File: src/rtl/core/usrr_pkg.sv
// ----------------------------------------------------------------------------
// usrr_pkg
// shared types, codes, descriptor tables and helpers of the standard
// request responder
// ----------------------------------------------------------------------------
package usrr_pkg;

  // request codes (bRequest)
  localparam logic [7:0] ReqGetStatus        = 8'h00;
  localparam logic [7:0] ReqSetAddress       = 8'h05;
  localparam logic [7:0] ReqGetDescriptor    = 8'h06;
  localparam logic [7:0] ReqSetConfiguration = 8'h09;

  // descriptor types (wValue high byte)
  localparam logic [7:0] DescTypeDevice = 8'h01;
  localparam logic [7:0] DescTypeConfig = 8'h02;

  localparam int unsigned DevDescLen = 18;
  localparam int unsigned CfgDescLen = 25;
  localparam int unsigned BulkLen    = 12;

  localparam int unsigned IdxW = 5;  // byte index within a run, up to 25

  localparam logic [15:0] VendorIdReset  = 16'h1209;
  localparam logic [15:0] ProductIdReset = 16'h0002;

  // configuration register indices
  localparam logic [1:0] CfgIdxVendorId  = 2'd0;
  localparam logic [1:0] CfgIdxProductId = 2'd1;

  typedef enum logic [1:0] {
    KIND_DATA  = 2'd0,
    KIND_ACK   = 2'd1,
    KIND_STALL = 2'd2,
    KIND_BULK  = 2'd3
  } kind_e;

  typedef enum logic [1:0] {
    RUN_DEV    = 2'd0,
    RUN_CFG    = 2'd1,
    RUN_STATUS = 2'd2,
    RUN_BULK   = 2'd3
  } run_e;

  // device state word kept in the state memory
  typedef struct packed {
    logic [6:0]  address;
    logic        configured;
    logic [15:0] count_bcd;
  } dev_state_t;

  // request to the state memory
  typedef struct packed {
    logic       rd_en;
    logic       wr_en;
    dev_state_t wdata;
  } ram_req_t;

  // one result word
  typedef struct packed {
    kind_e      kind;
    logic [7:0] data_byte;
    logic       last;
    logic [6:0] device_address;
    logic       configured;
  } result_t;

  localparam logic [7:0] DevDescRom [DevDescLen] = '{
    8'h12, 8'h01, 8'h00, 8'h02, 8'hFF, 8'h00, 8'h00, 8'h40,
    8'h09, 8'h12, 8'h02, 8'h00, 8'h00, 8'h01, 8'h00, 8'h00, 8'h00, 8'h01
  };

  localparam logic [7:0] CfgDescRom [CfgDescLen] = '{
    8'h09, 8'h02, 8'h19, 8'h00, 8'h01, 8'h01, 8'h00, 8'h80, 8'h32,
    8'h09, 8'h04, 8'h00, 8'h00, 8'h01, 8'hFF, 8'hFF, 8'hFF, 8'h00,
    8'h07, 8'h05, 8'h81, 8'h02, 8'h40, 8'h00, 8'h00
  };

  localparam logic [7:0] BulkTemplate [BulkLen] = '{
    8'h42, 8'h55, 8'h4C, 8'h4B, 8'h31, 8'h20,
    8'h30, 8'h30, 8'h30, 8'h30, 8'h0D, 8'h0A
  };

  // four-digit bcd increment, digits above nine treated as nine
  function automatic logic [15:0] bcd_increment(input logic [15:0] v);
    logic [15:0] res;
    logic        carry;
    logic [4:0]  digit;
    res   = '0;
    carry = 1'b1;
    for (int d = 0; d < 4; d++) begin
      digit = {1'b0, v[4*d +: 4]};
      if (digit > 5'd9) digit = 5'd9;
      digit = digit + {4'd0, carry};
      if (digit >= 5'd10) begin
        digit = 5'd0;
        carry = 1'b1;
      end else begin
        carry = 1'b0;
      end
      res[4*d +: 4] = digit[3:0];
    end
    return res;
  endfunction

  // data byte at a given place of a run
  function automatic logic [7:0] run_byte(input run_e run, input logic [IdxW-1:0] idx,
                                          input logic [15:0] vid, input logic [15:0] pid,
                                          input logic [15:0] bcd);
    logic [7:0] b;
    b = 8'h00;
    case (run)
      RUN_DEV: begin
        case (idx)
          5'd8:    b = vid[7:0];
          5'd9:    b = vid[15:8];
          5'd10:   b = pid[7:0];
          5'd11:   b = pid[15:8];
          default: b = (idx < 5'(DevDescLen)) ? DevDescRom[idx] : 8'h00;
        endcase
      end
      RUN_CFG:    b = (idx < 5'(CfgDescLen)) ? CfgDescRom[idx] : 8'h00;
      RUN_STATUS: b = 8'h00;
      RUN_BULK: begin
        case (idx)
          5'd6:    b = 8'h30 + {4'h0, bcd[15:12]};
          5'd7:    b = 8'h30 + {4'h0, bcd[11:8]};
          5'd8:    b = 8'h30 + {4'h0, bcd[7:4]};
          5'd9:    b = 8'h30 + {4'h0, bcd[3:0]};
          default: b = (idx < 5'(BulkLen)) ? BulkTemplate[idx[3:0]] : 8'h00;
        endcase
      end
      default: b = 8'h00;
    endcase
    return b;
  endfunction

endpackage

File: src/rtl/core/usrr_state_ram.sv
// ----------------------------------------------------------------------------
// usrr_state_ram
// single-word synchronous state memory, registered read, valid bit for reset
// ----------------------------------------------------------------------------
module usrr_state_ram (
  input  logic                  clk_i,
  input  logic                  rst_ni,
  input  usrr_pkg::ram_req_t    req_i,
  output usrr_pkg::dev_state_t  rdata_o
);

  usrr_pkg::dev_state_t mem_q [1];
  usrr_pkg::dev_state_t rdata_q;
  logic                 valid_q;

  always_ff @(posedge clk_i) begin
    if (req_i.wr_en) begin
      mem_q[0] <= req_i.wdata;
    end
  end

  // unwritten entry reads as the reset state
  always_ff @(posedge clk_i) begin
    if (req_i.rd_en) begin
      rdata_q <= valid_q ? mem_q[0] : '0;
    end
  end

  always_ff @(posedge clk_i or negedge rst_ni) begin
    if (!rst_ni) begin
      valid_q <= 1'b0;
    end else if (req_i.wr_en) begin
      valid_q <= 1'b1;
    end
  end

  assign rdata_o = rdata_q;

endmodule

File: src/rtl/core/usrr_seq.sv
// ----------------------------------------------------------------------------
// usrr_seq
// request decoder and run sequencer: read state, update, write back, emit
// ----------------------------------------------------------------------------
module usrr_seq (
  input  logic                  clk_i,
  input  logic                  rst_ni,
  input  logic                  in_valid_i,
  output logic                  in_ready_o,
  input  logic                  func_i,
  input  logic [7:0]            request_code_i,
  input  logic [15:0]           request_value_i,
  input  logic [15:0]           request_length_i,
  input  logic [15:0]           vendor_id_i,
  input  logic [15:0]           product_id_i,
  output usrr_pkg::ram_req_t    ram_req_o,
  input  usrr_pkg::dev_state_t  ram_rdata_i,
  output logic                  res_valid_o,
  input  logic                  res_ready_i,
  output usrr_pkg::result_t     res_o
);

  typedef enum logic [2:0] {
    S_IDLE = 3'b001,
    S_READ = 3'b010,
    S_RUN  = 3'b100
  } seq_state_e;

  seq_state_e state_q, state_d;

  logic        func_q;
  logic [7:0]  code_q;
  logic [15:0] value_q;
  logic [15:0] length_q;

  usrr_pkg::dev_state_t cur_q, cur_d;
  usrr_pkg::run_e       run_q, run_d;
  usrr_pkg::kind_e      tail_kind_q, tail_kind_d;
  logic                 has_tail_q, has_tail_d;
  logic [usrr_pkg::IdxW-1:0] cnt_q, cnt_d;
  logic [usrr_pkg::IdxW-1:0] idx_q, idx_d;

  logic in_fire, res_fire, in_data;
  logic [usrr_pkg::IdxW-1:0] dev_cnt, cfg_cnt;

  assign in_ready_o = (state_q == S_IDLE);
  assign in_fire    = in_valid_i && in_ready_o;
  assign res_valid_o = (state_q == S_RUN);
  assign res_fire   = res_valid_o && res_ready_i;
  assign in_data    = (idx_q < cnt_q);

  assign dev_cnt = (length_q < 16'(usrr_pkg::DevDescLen)) ? length_q[usrr_pkg::IdxW-1:0]
                                                           : usrr_pkg::IdxW'(usrr_pkg::DevDescLen);
  assign cfg_cnt = (length_q < 16'(usrr_pkg::CfgDescLen)) ? length_q[usrr_pkg::IdxW-1:0]
                                                           : usrr_pkg::IdxW'(usrr_pkg::CfgDescLen);

  // result word
  always_comb begin
    res_o.device_address = cur_q.address;
    res_o.configured     = cur_q.configured;
    if (in_data) begin
      res_o.kind      = (run_q == usrr_pkg::RUN_BULK) ? usrr_pkg::KIND_BULK
                                                      : usrr_pkg::KIND_DATA;
      res_o.data_byte = usrr_pkg::run_byte(run_q, idx_q, vendor_id_i, product_id_i,
                                           cur_q.count_bcd);
      res_o.last      = !has_tail_q && (idx_q == cnt_q - 1'b1);
    end else begin
      res_o.kind      = tail_kind_q;
      res_o.data_byte = 8'h00;
      res_o.last      = 1'b1;
    end
  end

  // state memory access
  always_comb begin
    ram_req_o.rd_en = in_fire;
    ram_req_o.wr_en = (state_q == S_READ);
    ram_req_o.wdata = cur_d;
  end

  always_comb begin
    state_d     = state_q;
    cur_d       = cur_q;
    run_d       = run_q;
    tail_kind_d = tail_kind_q;
    has_tail_d  = has_tail_q;
    cnt_d       = cnt_q;
    idx_d       = idx_q;
    case (state_q)
      S_IDLE: begin
        if (in_fire) state_d = S_READ;
      end
      S_READ: begin
        cur_d       = ram_rdata_i;
        run_d       = usrr_pkg::RUN_STATUS;
        tail_kind_d = usrr_pkg::KIND_ACK;
        has_tail_d  = 1'b1;
        cnt_d       = '0;
        idx_d       = '0;
        state_d     = S_RUN;
        if (func_q) begin
          if (ram_rdata_i.configured) begin
            cur_d.count_bcd = usrr_pkg::bcd_increment(ram_rdata_i.count_bcd);
            run_d           = usrr_pkg::RUN_BULK;
            has_tail_d      = 1'b0;
            cnt_d           = usrr_pkg::IdxW'(usrr_pkg::BulkLen);
          end else begin
            state_d = S_IDLE;
          end
        end else begin
          case (code_q)
            usrr_pkg::ReqGetDescriptor: begin
              if (value_q[15:8] == usrr_pkg::DescTypeDevice) begin
                run_d = usrr_pkg::RUN_DEV;
                cnt_d = dev_cnt;
              end else if (value_q[15:8] == usrr_pkg::DescTypeConfig) begin
                run_d = usrr_pkg::RUN_CFG;
                cnt_d = cfg_cnt;
              end else begin
                tail_kind_d = usrr_pkg::KIND_STALL;
              end
            end
            usrr_pkg::ReqSetAddress: cur_d.address = value_q[6:0];
            usrr_pkg::ReqSetConfiguration: begin
              if (value_q[7:0] == 8'd1) cur_d.configured = 1'b1;
            end
            usrr_pkg::ReqGetStatus: cnt_d = usrr_pkg::IdxW'(2);
            default: tail_kind_d = usrr_pkg::KIND_STALL;
          endcase
        end
      end
      S_RUN: begin
        if (res_fire) begin
          idx_d = idx_q + 1'b1;
          if (res_o.last) state_d = S_IDLE;
        end
      end
      default: state_d = S_IDLE;
    endcase
  end

  always_ff @(posedge clk_i or negedge rst_ni) begin
    if (!rst_ni) begin
      state_q <= S_IDLE;
    end else begin
      state_q <= state_d;
    end
  end

  always_ff @(posedge clk_i) begin
    if (in_fire) begin
      func_q   <= func_i;
      code_q   <= request_code_i;
      value_q  <= request_value_i;
      length_q <= request_length_i;
    end
    cur_q       <= cur_d;
    run_q       <= run_d;
    tail_kind_q <= tail_kind_d;
    has_tail_q  <= has_tail_d;
    cnt_q       <= cnt_d;
    idx_q       <= idx_d;
  end

  assert property (@(posedge clk_i) disable iff (!rst_ni) $onehot(state_q))
    else $error("sequencer state not one-hot");

  assert property (@(posedge clk_i) disable iff (!rst_ni) in_fire |=> state_q == S_READ)
    else $error("accepted request did not start a state read");

  assert property (@(posedge clk_i) disable iff (!rst_ni)
                   res_fire && res_o.last |=> state_q == S_IDLE)
    else $error("run did not end after its last word");

  assert property (@(posedge clk_i) disable iff (!rst_ni)
                   res_valid_o |-> idx_q <= cnt_q)
    else $error("run index overran its byte count");

endmodule

File: src/rtl/core/usb_standard_request_responder_core.sv
// ----------------------------------------------------------------------------
// usb_standard_request_responder_core
// fixed-function usb device standard request responder
// ----------------------------------------------------------------------------
// usage
//   input channel (in_valid_i/in_ready_o) takes one word: a setup request
//   (func_i low) or a bulk IN buffer-empty event (func_i high). each word
//   produces a run of result words on the output channel (out_valid_o and
//   out_ready_i), one per cycle unless stalled, the final one flagged by last_o
//   a bulk event on an unconfigured device produces no words at all
//   order: accept, the registered state memory read, the update and write-back
//   in the read state, then the first result word enters the output register
//   from the run state. a run holds 1 to 26 words, one word per cycle when not
//   stalled, behind the single read port of the state memory; a new item is
//   accepted only once the previous run has been handed to the output register
//   output stall: the output register holds its word and the sequencer waits,
//   nothing is dropped
//   configuration port: vendor_id (index 0) and product_id (index 1), always
//   ready, other indices ignored; write only while idle
//   reset: address 0, not configured, bulk count 0000, ids to defaults;
//   the state memory reads as cleared until its first write
// ----------------------------------------------------------------------------
module usb_standard_request_responder_core (
  input  logic        clk_i,
  input  logic        rst_ni,
  // configuration
  input  logic        cfg_valid_i,
  output logic        cfg_ready_o,
  input  logic [1:0]  cfg_index_i,
  input  logic [15:0] cfg_data_i,
  // request input
  input  logic        in_valid_i,
  output logic        in_ready_o,
  input  logic        func_i,
  input  logic [7:0]  request_code_i,
  input  logic [15:0] request_value_i,
  input  logic [15:0] request_length_i,
  // result output
  output logic        out_valid_o,
  input  logic        out_ready_i,
  output logic [1:0]  kind_o,
  output logic [7:0]  data_byte_o,
  output logic        last_o,
  output logic [6:0]  device_address_o,
  output logic        configured_o
);

  logic [15:0] vendor_id_q, product_id_q;

  usrr_pkg::ram_req_t   ram_req;
  usrr_pkg::dev_state_t ram_rdata;

  logic              res_valid, res_ready;
  usrr_pkg::result_t res, out_q;
  logic              out_valid_q;

  // configuration registers, always ready
  assign cfg_ready_o = 1'b1;

  always_ff @(posedge clk_i or negedge rst_ni) begin
    if (!rst_ni) begin
      vendor_id_q  <= usrr_pkg::VendorIdReset;
      product_id_q <= usrr_pkg::ProductIdReset;
    end else if (cfg_valid_i) begin
      case (cfg_index_i)
        usrr_pkg::CfgIdxVendorId:  vendor_id_q  <= cfg_data_i;
        usrr_pkg::CfgIdxProductId: product_id_q <= cfg_data_i;
        default: ;
      endcase
    end
  end

  // state memory: address, configured flag, bulk count
  usrr_state_ram u_state_ram (
    .clk_i   (clk_i),
    .rst_ni  (rst_ni),
    .req_i   (ram_req),
    .rdata_o (ram_rdata)
  );

  // decode, update and run sequencing
  usrr_seq u_seq (
    .clk_i            (clk_i),
    .rst_ni           (rst_ni),
    .in_valid_i       (in_valid_i),
    .in_ready_o       (in_ready_o),
    .func_i           (func_i),
    .request_code_i   (request_code_i),
    .request_value_i  (request_value_i),
    .request_length_i (request_length_i),
    .vendor_id_i      (vendor_id_q),
    .product_id_i     (product_id_q),
    .ram_req_o        (ram_req),
    .ram_rdata_i      (ram_rdata),
    .res_valid_o      (res_valid),
    .res_ready_i      (res_ready),
    .res_o            (res)
  );

  // output register, refilled in the cycle its word leaves
  assign res_ready = !out_valid_q || out_ready_i;

  always_ff @(posedge clk_i or negedge rst_ni) begin
    if (!rst_ni) begin
      out_valid_q <= 1'b0;
    end else if (res_ready) begin
      out_valid_q <= res_valid;
    end
  end

  always_ff @(posedge clk_i) begin
    if (res_ready && res_valid) begin
      out_q <= res;
    end
  end

  assign out_valid_o      = out_valid_q;
  assign kind_o           = out_q.kind;
  assign data_byte_o      = out_q.data_byte;
  assign last_o           = out_q.last;
  assign device_address_o = out_q.device_address;
  assign configured_o     = out_q.configured;

endmodule

File: config.mk
export PLATFORM = sky130hd
export DESIGN_NAME = usb_standard_request_responder_core
export DESIGN_NICKNAME = d
export VERILOG_FILES = /design/src/rtl/core/usrr_pkg.sv /design/src/rtl/core/usrr_state_ram.sv /design/src/rtl/core/usrr_seq.sv /design/src/rtl/core/usb_standard_request_responder_core.sv
export SDC_FILE = /design/constraint.sdc
export NUM_CORES = 1
export LEC_CHECK = 0
export BUFFER_PORTS_ARGS = -buffer_cell sky130_fd_sc_hd__buf_2
export CAP_MARGIN = 30
export CORE_AREA = 10 10 130 132
export CTS_BUF_LIST = sky130_fd_sc_hd__clkbuf_8
export DETAILED_ROUTE_END_ITERATION = 6
export DIE_AREA = 0 0 140 142
export PLACE_DENSITY = 0.89
export SYNTH_ARGS = -nofsm -noshare
export SYNTH_HDL_FRONTEND = slang
export SYNTH_SLANG_ARGS = --single-unit
export TNS_END_PERCENT = 20
File: constraint.sdc
create_clock -name clk_i -period 4.9 [get_ports clk_i]
set_input_delay 0.735 -clock clk_i [delete_from_list [all_inputs] [get_ports clk_i]]
set_output_delay 0.735 -clock clk_i [all_outputs]
set_load 0.03 [all_outputs]
# ---- Word-level counts from Yosys, hierarchy flattened
# Memory sizes are Yosys's and may differ from the RTL's. A register that Yosys moved wholly into a read port is not among the register bits.
# Cells that the tools add are included.
dict set report op_classes {
  addsub 10
  multipliers 0
  div_mod_pow 0
  n_lt_le_gt_ge 16
  eq_ne 23
  n_shift 0
  n_mux 78
  n_bitwise 2
  reduce_logical 16
}
# operator count
set op_table {}
lappend op_table {{case mux 8 bit (4 select lines)} 3}
lappend op_table {{two-way mux 5 bit} 18}
lappend op_table {{two-way mux 8 bit} 10}
lappend op_table {{two-way mux 4 bit} 9}
lappend op_table {{< comparator 16 x 5 -> 1 bit, second input constant} 2}
lappend op_table {{two-way mux 16 bit} 2}
lappend op_table {{adder 6 x 4 -> 7 bit, first input constant} 4}
lappend op_table {{two-way mux 24 bit} 1}
lappend op_table {{== test 5 x 4 -> 1 bit, second input constant} 4}
lappend op_table {{>= comparator 5 x 4 -> 1 bit, second input constant} 4}
lappend op_table {{case mux 5 bit (2 select lines)} 2}
lappend op_table {{two-way mux 1 bit} 18}
lappend op_table {{== test 8 x 1 -> 1 bit, second input constant} 2}
lappend op_table {{== test 8 x 3 -> 1 bit, second input constant} 2}
lappend op_table {{> comparator 4 bit, second input constant} 4}
lappend op_table {{adder 5 x 1 -> 5 bit} 3}
lappend op_table {{two-way mux 3 bit} 5}
lappend op_table {{two-way mux 2 bit} 6}
lappend op_table {{two-way mux 11 bit} 1}
lappend op_table {{adder 5 x 1 -> 5 bit, second input constant} 2}
lappend op_table {{== test 5 x 3 -> 1 bit, second input constant} 2}
lappend op_table {{< comparator 5 bit, second input constant} 2}
lappend op_table {{case mux 3 bit (3 select lines)} 1}
lappend op_table {{== test 8 x 2 -> 1 bit, second input constant} 1}
lappend op_table {{27 further kinds} 37}
dict set report totals {
  ff_bits 136
  latchBits 0
  mem_bits_rw 24
  rom_bits 640
  out_inout_bits 22
  n_memories 4
}
# name depth word_bits read_ports rd_ports_with_merged_regs wr line
set mem_list {}
lappend mem_list {{(no name shown)} 32 8 1 0 0 usrr_pkg.sv:119} ;# default: b = (idx < 5'(DevDescLen)) ? DevDescRom[idx] : 8'h00;
lappend mem_list {{(no name shown)} 32 8 1 0 0 usrr_pkg.sv:122} ;# RUN_CFG: b = (idx < 5'(CfgDescLen)) ? CfgDescRom[idx] : 8'h00;
lappend mem_list {{(no name shown)} 16 8 1 0 0 usrr_pkg.sv:130} ;# default: b = (idx < 5'(BulkLen)) ? BulkTemplate[idx[3:0]] : 8'h00;
lappend mem_list {u_state_ram.mem_q 1 24 1 1 1 usrr_state_ram.sv:12} ;# usrr_pkg::dev_state_t mem_q [1];

# ---- Logic depth before layout (Yosys ltp)
# Gate-level depths: netlist of run 1.
dict set report depth {
  depth_word 29
  depth_mapped 25
  mapped_depth_nobuf 22
}

# ---- Cells and area by module
# From an unflattened synthesis of run 1, not the netlist that was laid out.
dict set report unflattened {
  cells_unflattened 705
  area_unflattened_um2 8579.5
}
# module instances cells_each area_per_inst_um2 seq_area_each_um2
set modules_own_cells {}
lappend modules_own_cells {usrr_seq 1 536 5067.4 2238.4}
lappend modules_own_cells {usb_standard_request_responder_core 1 93 1844.3 1402.6}
lappend modules_own_cells {usrr_state_ram 1 76 1667.8 1466.4}

# ---- Worst setup path after synthesis of run 1
# No wires, ideal clock.
dict set report synth_timing {
  path_kind {reg-to-reg}
  start {register, netlist name u_state_ram.rdata_o[2]}
  end {memory u_state_ram.mem_q[0][12] (netlist name), data pin}
  setup_time_ns 0.276
  arrival_ns 4.064
  required_time_ns 4.624
  path_slack_ns 0.560
  stages_incl_launch_ff 26
  synth_period_minus_slack_ns 4.340
  path_cell_list {edfxtp_1 -> o21ai_0 -> nand2b_1 -> ha_1 -> clkbuf_1 -> xnor2_1 -> a21oi_1 -> ha_1 -> ha_1 -> clkbuf_1 -> xnor2_1 -> nor2_1 -> nor2_1 -> ha_1 -> ha_1 -> clkbuf_1 -> xnor2_1 -> nor2_1 -> nor2_1 -> ha_1 -> ha_1 -> nor2b_1 -> o311ai_0 -> nor2_1 -> a21oi_1 -> o21ai_0}
}
# item line
set synth_rtl {}
lappend synth_rtl {{end: declaration} usrr_state_ram.sv:12}

==> results of run 1 <==
logic make-up after synthesis:
family / after synthesis / share of synthesized area [%]
flops: 184 / 60.6
xor+xnor: 17 / 1.77
other cells: 1 / 0.0445
mux: 47 / 6.11
buf+inv: 55 / 2.60
compound gates: 156 / 12.7
fa+ha+maj: 20 / 2.97
simple gates: 207 / 13.2
registers in the layout (all words and copies together), names as in the netlist, 3 cells and up:
name	cells
u_seq.code_q	8
vendor_id_q	16
u_seq.value_q	16
u_seq.length_q	16
u_state_ram.mem_q	24
u_seq.idx_q	5
u_seq.state_q	3
u_seq.cnt_q	5
u_seq.cur_q	16
u_seq.res_o	8
u_state_ram.rdata_o	24
data_byte_o	8
product_id_q	16
device_address_o	7
cell type report:
cell class	instances	area, um^2
clock buffers	17	234
clock inverters	15	159
fillers	1039	4870
inverters	16	60.1
multi-input cells	448	3110
flip-flops and latches	184	5110
well taps	184	230
repair buffers	97	542
through the flow:
| step | hold WS [ns] | utilization [%] |
|---|---|---|
| 5_1_grt | 0.396 | 66.0 |
| 3_3_place_gp | 0.419 | 62.9 |
| 4_1_cts | 0.364 | 65.9 |
| 3_5_place_dp | 0.420 | 63.1 |
| 2_1_floorplan | 0.408 | - |
| 6_report | 0.369 | 66.0 |
cells in the mapped netlist, types with 5 or more instances:
| cell | n |
|---|---|
| a221oi_1 | 8 |
| dfstp_2 | 6 |
| nand2b_1 | 14 |
| xnor2_1 | 13 |
| nand3_1 | 10 |
| and3_1 | 6 |
| a211oi_1 | 5 |
| nor3_1 | 11 |
| nor2b_1 | 13 |
| a22oi_1 | 12 |
| o31ai_1 | 5 |
| o21ai_0 | 37 |
| nor4_1 | 6 |
| a31oi_1 | 13 |
| o21a_1 | 8 |
| inv_1 | 16 |
| mux2_2 | 35 |
| nor3b_1 | 5 |
| a21oi_1 | 23 |
| nand2_1 | 49 |
| clkbuf_1 | 31 |
| edfxtp_1 | 123 |
| o211ai_1 | 9 |
| ha_1 | 20 |
| dfrtp_1 | 31 |
| and2_1 | 29 |
| mux2i_1 | 12 |
| dfxtp_1 | 24 |
| nor2_1 | 43 |
layer usage:
layer / vias up / global-route usage, % / share of wire (%)
met3: 44 / 5.57 / 7.7
met5: - / 0 / 0
met2: 305 / 31.0 / 49
met4: 0 / 6.68 / 2.1
li1: 2736 / - / -
met1: 2910 / 23.1 / 41
path summary, 6_finish.rpt:
| check | start | to | slack (ns) | depth (start not counted) |
|---|---|---|---|---|
| setup / recovery | u_state_ram.rdata_o[2] | u_state_ram.mem_q[0][12] | 0.27 | 22 |
| hold / removal | rst_ni | u_state_ram.valid_q | 0.37 | 1 |
| setup reg to reg | u_state_ram.rdata_o[2] | u_state_ram.mem_q[0][12] | 0.27 | 22 |
| hold reg to reg | u_seq.res_o[4] | device_address_o[3] | 0.44 | 0 |
| max in group asynchronous | rst_ni | product_id_q[9] | 3.99 | 1 |
| min in group clk_i | request_length_i[3] | u_seq.length_q[3] | 0.43 | 1 |
critical path, stage by stage (launching register included):
cell	delay (ns)
edfxtp_1	0.49
o21ai_1	0.19
nand2b_1	0.12
ha_1	0.36
nor2b_1	0.20
a21oi_1	0.11
ha_1	0.25
ha_1	0.27
xnor2_1	0.17
nor2_1	0.13
nor2_1	0.07
ha_1	0.26
ha_2	0.23
xnor2_1	0.13
nor2_1	0.13
nor2_1	0.06
ha_1	0.25
ha_1	0.36
nor2b_1	0.06
o311ai_1	0.25
nor2_1	0.07
a21oi_1	0.14
o21ai_1	0.10
power breakdown:
| part | leakage, nW | total [mW] | internal (mW) | switching [mW] |
|---|---|---|---|---|
| combinational | 1.61 | 1.14 | 0.452 | 0.692 |
| sequential | 1.77 | 2.38 | 2.14 | 0.249 |
| clock | 0.200 | 1.00 | 0.422 | 0.583 |
repair_timing:
| item | CTS | global route |
|---|---|---|
| resized for setup | 0 | 4 |
| setup buffers | 0 | 1 |
| setup endpoints to repair | 0 | 3 |
==> run summary, run 1 <==
Final nets: 848
Ys async rst share: 20.1%
Seq/Total Area, Yosys: 60.6%
Ys Warns: 0
Crit path arrival time: 4.87 ns
GRT Util Overall: 18.8%
Commonest non-fill, non-tap cells in the layout: edfxtp_1, buf_2, nand2_1
Core area: 14300 um^2
Critical Path Fanout Max: 6
Maximum VDD drop: 0.377 mV
Post-synth design cell area: 8420 um^2
Post-Syn Nets: 771
Largest net degree at the start of global routing: 44
Tot Pwr: 4.53 mW
Achievable clock frequency: 216 MHz
Final period util: 94.5%
GRT Residual Overflow: 0
I/O Pins: 86
Max cap viols: 0
Fin cells: 961
Post-synth EDFFs: 123
CTS clk-pin slew, worst paths: 0.11 ns
Synth Register Bits: 184
CTS tree: done
Max-slew headroom: 36.7%
Synthesis-to-layout area growth: 12.1%
Vias per inst: 6.24
Worst slew pin tran: 0.950 ns
Routability cong.: 0.915
Initial DRC count: 588
CP Launch Type: flop
Hold_buf cts: 0
Worst setup margin: 0.269 ns
Die Wd: 140 um
DR WL/cell: 19.7 um
# clock sinks: 184
Avg Cell Area, Syn: 12.3 um^2
Share of layout cells above drive strength 1: 23.4%
Tmin final: 4.63 ns
Die Area: 19900 um^2
DRT antenna net count: 0
First-pass GRT wire length: 30500 um
Clk root buf: clkbuf_8
Synth Instances: 687
Antenna violations before repair: 0
Drt total wl: 19000 um
DRC Markers: 0
Hold Fails Final Rpt: 0
Cells after DPL: 928
Final instance area: 9440 um^2
Die height: 142 um
Max Root-Sink Buffers: 2
RSZ-0062 raised after global routing: no
Placed cell areas: 9040 um^2
Pwr/cell area: 480 nW/um^2
Final setup vio count: 0
CP required: 5.13 ns
Setup Skew: 0.0190 ns
Count of cell types in the netlist: 68
H-tree depth: 4
Top-area cell type share of the netlist area: 43.9%
Post-synth top flop: edfxtp_1
Placement row count: 44
Most common cell after layout, fill and taps aside: edfxtp_1
DP HPWL: 13000 um
Outcome: finished clean
Worst hold path type: in2async
Total negative setup slack: 0 ns
Max-slew violation count: 0
Leak pwr: 3.58 nW
Top cells by area, synth: edfxtp_1, dfrtp_1, dfxtp_1
Clk_lat worst skew: 0.48 ns
Input/output buffers: 84
Number of global-route vias before repair: 6147
Crit. End Element: flop
Setup WS pre-CTS: 0.140 ns
Initial Util: 58.8%
Leading area contributor after synthesis: edfxtp_1
TritonCTS Buffers: 17
Via count: 5995
TritonRoute pass-1 iters: 5
Antenna cells: 0
CP Class: reg2reg
No activity file was read; power rests on OpenSTA's default activity.
==> inputs of run 2 (changes only) <==
PLACE_DENSITY = 0.84   (was 0.89)
==> run 2 against run 1 <==
Compared with the run above: non-clock buffer count rose by 3; core utilization rose by 0.66 points; global-route usage fell by 0.36 points; die area did not move; worst hold slack got worse by 0.0063 ns; clock-buffer cell count did not move; combinational power barely moved; cell area rose by 0.99%; highest routed layer unchanged.
==> run summary, run 2 (same netlist as run 1, synthesis figures left out) <==
Outcome: finished clean
Die height: 142 um (unchanged)
Initial Util: 58.8% (unchanged)
Crit path arrival time: 4.77 ns (-0.10 ns)
CP Launch Type: flop
DRC Markers: 0 (unchanged)
Commonest non-fill, non-tap cells in the layout: edfxtp_1, buf_2, nand2_1
Achievable clock frequency: 219 MHz (+1.6%)
Hold Fails Final Rpt: 0 (unchanged)
Critical Path Fanout Max: 5 (-1)
Crit. End Element: flop
Leak pwr: 3.61 nW (+0.79%)
Number of global-route vias before repair: 6026 (-2.0%)
H-tree depth: 4 (unchanged)
Pwr/cell area: 488 nW/um^2 (+1.6%)
GRT Residual Overflow: 0 (unchanged)
Most common cell after layout, fill and taps aside: edfxtp_1
Max Root-Sink Buffers: 2 (unchanged)
Via count: 5952 (-0.72%)
Synthesis-to-layout area growth: 13.2%
First-pass GRT wire length: 30000 um (-1.7%)
Drt total wl: 18600 um (-2.2%)
Setup Skew: 0.0202 ns (+0.00120 ns)
Final setup vio count: 0 (unchanged)
CTS tree: done
Initial DRC count: 503 (-14%)
# clock sinks: 184 (unchanged)
CP required: 5.11 ns (-0.02 ns)
Die Wd: 140 um (unchanged)
Die Area: 19900 um^2 (unchanged)
Final core utilization: 66.6% (+0.66 points)
TritonRoute pass-1 iters: 5 (unchanged)
Input/output buffers: 84 (unchanged)
Tot Pwr: 4.65 mW (+2.6%)
Fin cells: 964 (+0.31%)
CP Class: reg2reg
I/O Pins: 86 (unchanged)
Hold Slack: 0.362 ns (-0.00633 ns)
Total negative setup slack: 0 ns (unchanged)
Tmin final: 4.56 ns (-0.0747 ns)
CTS clk-pin slew, worst paths: 0.11 ns (about the same)
Final nets: 851 (+0.35%)
Routability cong.: 0.916 (+0.11%)
R2R depth: 22 (unchanged)
Worst slew pin tran: 0.858 ns (-0.0917 ns)
Maximum VDD drop: 0.400 mV (+6.0%)
Final period util: 93.0% (-1.5 points)
Clk_lat worst skew: 0.48 ns (about the same)
TritonCTS Buffers: 17 (unchanged)
Max-slew violation count: 0 (unchanged)
Max-slew headroom: 42.0% (+5.3 points)
Clk root buf: clkbuf_8
DR WL/cell: 19.3 um (-2.5%)
Hold_buf cts: 0 (unchanged)
GRT Util Overall: 18.4% (-0.36 points)
DRT antenna net count: 0 (unchanged)
Largest net degree at the start of global routing: 40 (-9.1%)
Max cap viols: 0 (unchanged)
DP HPWL: 13000 um (about the same)
Antenna cells: 0 (unchanged)
Worst hold path type: in2async
Share of layout cells above drive strength 1: 24.4% (+0.94 points)
Core area: 14300 um^2 (unchanged)
Vias per inst: 6.17 (-1.0%)
Cells after DPL: 929 (+0.11%)
Antenna violations before repair: 0 (unchanged)
Placement row count: 44 (unchanged)
-- run 2: power by group --
group	switching, mW	total [mW]	internal, mW	leakage, nW
Sequential	0.230	2.36	2.13	1.77
Combinational	0.708	1.17	0.465	1.61
Clock	0.619	1.11	0.492	0.226
-- run 2: layer usage --
layer  routed length (um)  vias up  global-route usage, %  share of wire [%]
met4                  279        0                   5.87                1.5
met2                 8900      301                   30.1                 48
li1                     -     2724                      -                  -
met5                    0        -                      0                  0
met1                 7910     2894                   23.3                 43
met3                 1470       33                   5.17                7.9
-- run 2: worst paths after layout --
check,start,end,slack [ns]
max,u_state_ram.rdata_o[2],u_state_ram.mem_q[0][12],0.34
min,rst_ni,product_id_q[8],0.36
max reg2reg,u_state_ram.rdata_o[2],u_state_ram.mem_q[0][12],0.34
min reg2reg,u_seq.res_o[5],device_address_o[4],0.44
max in group asynchronous,rst_ni,u_seq.state_q[2],4.01
min in group clk_i,request_value_i[4],u_seq.value_q[4],0.43
-- run 2: final cells by class --
cell class                      instances  area, um^2
Timing Repair Buffer                  100         544
Multi-Input combinational cell        448        3140
Clock buffer                           17         234
Tap cell                              184         230
Clock inverter                         15         219
Fill cell                            1028        4780
Sequential cell                       184        5110
Inverter                               16        60.1
-- run 2: metrics by stage --
| stage | setup slack, ns | instance area, um^2 |
|---|---|---|
| CTS | 0.0639 | 9480 |
| global route | -0.00986 | 9530 |
| global placement | 0.491 | 9020 |
| finish | 0.343 | 9530 |
| detailed placement | 0.0679 | 9030 |
| floorplan | 0.560 | 8420 |
-- run 2: worst max-delay path, cell delays in order (launching register included) --
cell      delay, ns
edfxtp_1       0.45
o21ai_0        0.21
nand2b_1       0.12
ha_1           0.33
nor2b_1        0.20
a21oi_1        0.12
ha_1           0.25
ha_2           0.22
xnor2_1        0.15
nor2_1         0.14
nor2_1         0.09
ha_1           0.29
ha_4           0.20
xnor2_1        0.14
nor2_1         0.15
nor2_1         0.07
ha_1           0.28
ha_4           0.30
nor2b_1        0.04
o311ai_1       0.22
nor2_1         0.06
a21oi_1        0.14
o21ai_0        0.11
-- run 2: repair_timing --
item | in CTS | in global routing
setup endpoints to repair | 0 | 4
buffers inserted | 0 | 3
endpoints found under the hold margin | 0 | 0
resized for setup | 0 | 5
==> inputs of run 3 (changes only) <==
BUFFER_PORTS_ARGS = -buffer_cell sky130_fd_sc_hd__buf_4   (was -buffer_cell sky130_fd_sc_hd__buf_2)
==> run 3 against run 2 <==
Compared with the run above: cell area up 1.6%; via count down 1.5%; clock power down 9.9%; global-route usage up 0.52 points; register-to-register slack worse by 0.08 ns; maximum frequency down 1.6%; combinational power about the same; power down 2.0%; critical path depth unchanged; clock skew down 0.0065 ns; worst setup slack worse by 0.075 ns; largest power group unchanged.
==> run summary, run 3 (same netlist as run 1, synthesis figures left out) <==
CTS tree: done
Commonest non-fill, non-tap cells in the layout: edfxtp_1, buf_4, nand2_1
Internal: 3.01 mW (-2.5%)
Tmin final: 4.63 ns (+0.0751 ns)
Crit path arrival time: 4.84 ns (+0.07 ns)
Comb power frac: 26.2% (+1.0 points)
Max-slew headroom: 42.6% (+0.53 points)
TritonRoute pass-1 iters: 5 (unchanged)
Critical Path Fanout Max: 5 (unchanged)
DRC Markers: 0 (unchanged)
Crit-path cells: o21ai_1 -> nand2b_1 -> ha_1 -> nor2b_2 -> a21oi_2 -> ha_1 -> ha_2 -> xnor2_1 -> nor2_1 -> nor2_1 -> ha_1 -> ha_1 -> xnor2_1 -> nor2_1 -> nor2_1 -> ha_1 -> ha_1 -> nor2b_1 -> o311ai_1 -> nor2_1 -> a21oi_1 -> o21ai_0
Initial DRC count: 482 (-4.2%)
Placed cell areas: 9240 um^2 (+2.3%)
# clock sinks: 184 (unchanged)
Maximum VDD drop: 0.386 mV (-3.6%)
Tot Pwr: 4.55 mW (-2.0%)
FILL cells: 1011 (-1.7%)
Final nets: 851 (unchanged)
Die height: 142 um (unchanged)
Synthesis-to-layout area growth: 15.0%
Clk_lat worst skew: 0.47 ns (about the same)
Antenna cells: 0 (unchanged)
DR WL/cell: 19.5 um (+1.1%)
Clk pwr share: 22.0% (-1.9 points)
Core area: 14300 um^2 (unchanged)
H-tree depth: 4 (unchanged)
Die Area: 19900 um^2 (unchanged)
Most common cell after layout, fill and taps aside: edfxtp_1
Die Wd: 140 um (unchanged)
I/O Pins: 86 (unchanged)
Share of layout cells above drive strength 1: 24.5% (+0.13 points)
Achievable clock frequency: 216 MHz (-1.6%)
Setup WS pre-CTS: 0.114 ns (+0.0458 ns)
GRT Residual Overflow: 0 (unchanged)
First-pass GRT wire length: 30500 um (+1.8%)
Final instance area: 9680 um^2 (+1.6%)
GRT Util Overall: 19.0% (+0.52 points)
Worst setup margin: 0.268 ns (-0.0751 ns)
Input/output buffers: 84 (unchanged)
Leak pwr: 3.67 nW (+1.6%)
DRT antenna net count: 0 (unchanged)
CP Class: reg2reg
Placement row count: 44 (unchanged)
Worst hold path type: in2async
Total negative setup slack: 0 ns (unchanged)
Max stage delay cell, worst path: edfxtp_1
CP required: 5.11 ns (about the same)
RSZ-0062 raised after global routing: no
Hold Fails Final Rpt: 0 (unchanged)
Switching share of power: 33.9% (+0.35 points)
Worst path most repeated cell: ha_1
Crit. End Element: flop
Psw: 1.54 mW (-1.0%)
Hold_buf cts: 0 (unchanged)
Max cap viols: 0 (unchanged)
Sequential group share of total power: 51.8% (+0.9 points)
Initial Util: 58.8% (unchanged)
Final period util: 94.5% (+1.5 points)
Clk root buf: clkbuf_8
CTS clk-pin slew, worst paths: 0.11 ns (about the same)
Pwr/cell area: 470 nW/um^2 (-3.5%)
CP Launch Type: flop
Setup Skew: 0.0137 ns (-0.00651 ns)
Vias per inst: 6.08 (-1.5%)
TritonCTS Buffers: 17 (unchanged)
Worst slew pin tran: 0.859 ns (+0.00114 ns)
Outcome: finished clean
Via count: 5864 (-1.5%)
Worst path max stage delay: 0.47 ns (+0.02 ns)
Routability cong.: 0.926 (+1.0%)
Final setup vio count: 0 (unchanged)
Drt total wl: 18800 um (+1.1%)
Largest net degree at the start of global routing: 49 (+23%)
R2r setup slk: 0.27 ns (-0.08 ns)
Max Root-Sink Buffers: 2 (unchanged)
Max-slew violation count: 0 (unchanged)
Number of global-route vias before repair: 6147 (+2.0%)
Antenna violations before repair: 0 (unchanged)
DP HPWL: 13000 um (+0.24%)
## run 3: cell count changes in the layout (fill, tap and decap cells not counted), moves of 2 or more
| cell | before | now |
|---|---|---|
| buf_2 | 84 | 0 |
| buf_4 | 15 | 99 |
| clkinv_8 | 5 | 2 |
| bufinv_16 | 2 | 0 |
| clkinv_4 | 0 | 2 |
| ha_1 | 17 | 19 |
| ha_4 | 2 | 0 |
| inv_6 | 5 | 3 |
| inv_8 | 3 | 5 |
## run 3: power groups by stage
stage / clock network [mW] / registers (mW) / logic [mW]
finish: 1.00 / 2.36 / 1.19
detailed placement: 0 / 2.39 / 1.14
global placement: 0 / 2.36 / 1.07
global route: 1.10 / 2.39 / 1.32
CTS: 1.02 / 2.36 / 1.15
floorplan: 0 / 2.32 / 0.828
## run 3: area by class of cell
| cell class | instances | area (um^2) | share of cell area (%) |
|---|---|---|---|
| Sequential cell | 184 | 5110 | 52.7 |
| Inverter | 16 | 60.1 | 0.620 |
| Timing Repair Buffer | 100 | 763 | 7.88 |
| Clock inverter | 14 | 146 | 1.51 |
| Tap cell | 184 | 230 | 2.38 |
| Multi-Input combinational cell | 448 | 3130 | 32.3 |
| Clock buffer | 18 | 248 | 2.56 |
## run 3: worst paths after layout
kind / to / cells after the start / start
max: u_state_ram.mem_q[0][12] / 22 / u_state_ram.rdata_o[2]
min reg2reg: device_address_o[5] / 0 / u_seq.res_o[6]
max reg2reg: u_state_ram.mem_q[0][12] / 22 / u_state_ram.rdata_o[2]
max in group asynchronous: u_seq.state_q[0] / 1 / rst_ni
min: product_id_q[8] / 1 / rst_ni
min in group clk_i: u_seq.value_q[4] / 1 / request_value_i[4]
## run 3: layer usage
| metal | share of wire [%] | track usage, % | up-vias |
|---|---|---|---|
| li1 | - | - | 2742 |
| met1 | 43 | 23.5 | 2869 |
| met2 | 48 | 30.9 | 233 |
| met3 | 7.1 | 6.38 | 20 |
| met4 | 1.1 | 5.92 | 0 |
| met5 | 0 | 0 | - |
## run 3: repair_timing
| item | CTS | global route |
|---|---|---|
| setup endpoints to repair | 0 | 5 |
| buffers inserted | 0 | 2 |
| resized for setup | 0 | 6 |
## run 3: critical path, delay by kind of cell, from the launching register on
kind / cells / cell delay (ns)
flops: 1 / 0.47
fa+ha+maj: 7 / 1.91
xor+xnor: 2 / 0.26
simple gates: 8 / 0.89
compound gates: 5 / 0.84
## run 3: stage by stage
step	utilization (%)	hold slack (ns)	instances
2_1_floorplan	-	0.408	687
6_report	67.6	0.232	964
5_1_grt	67.6	0.228	964
4_1_cts	67.3	0.217	961
3_5_place_dp	64.5	0.413	929
3_3_place_gp	64.5	0.416	929
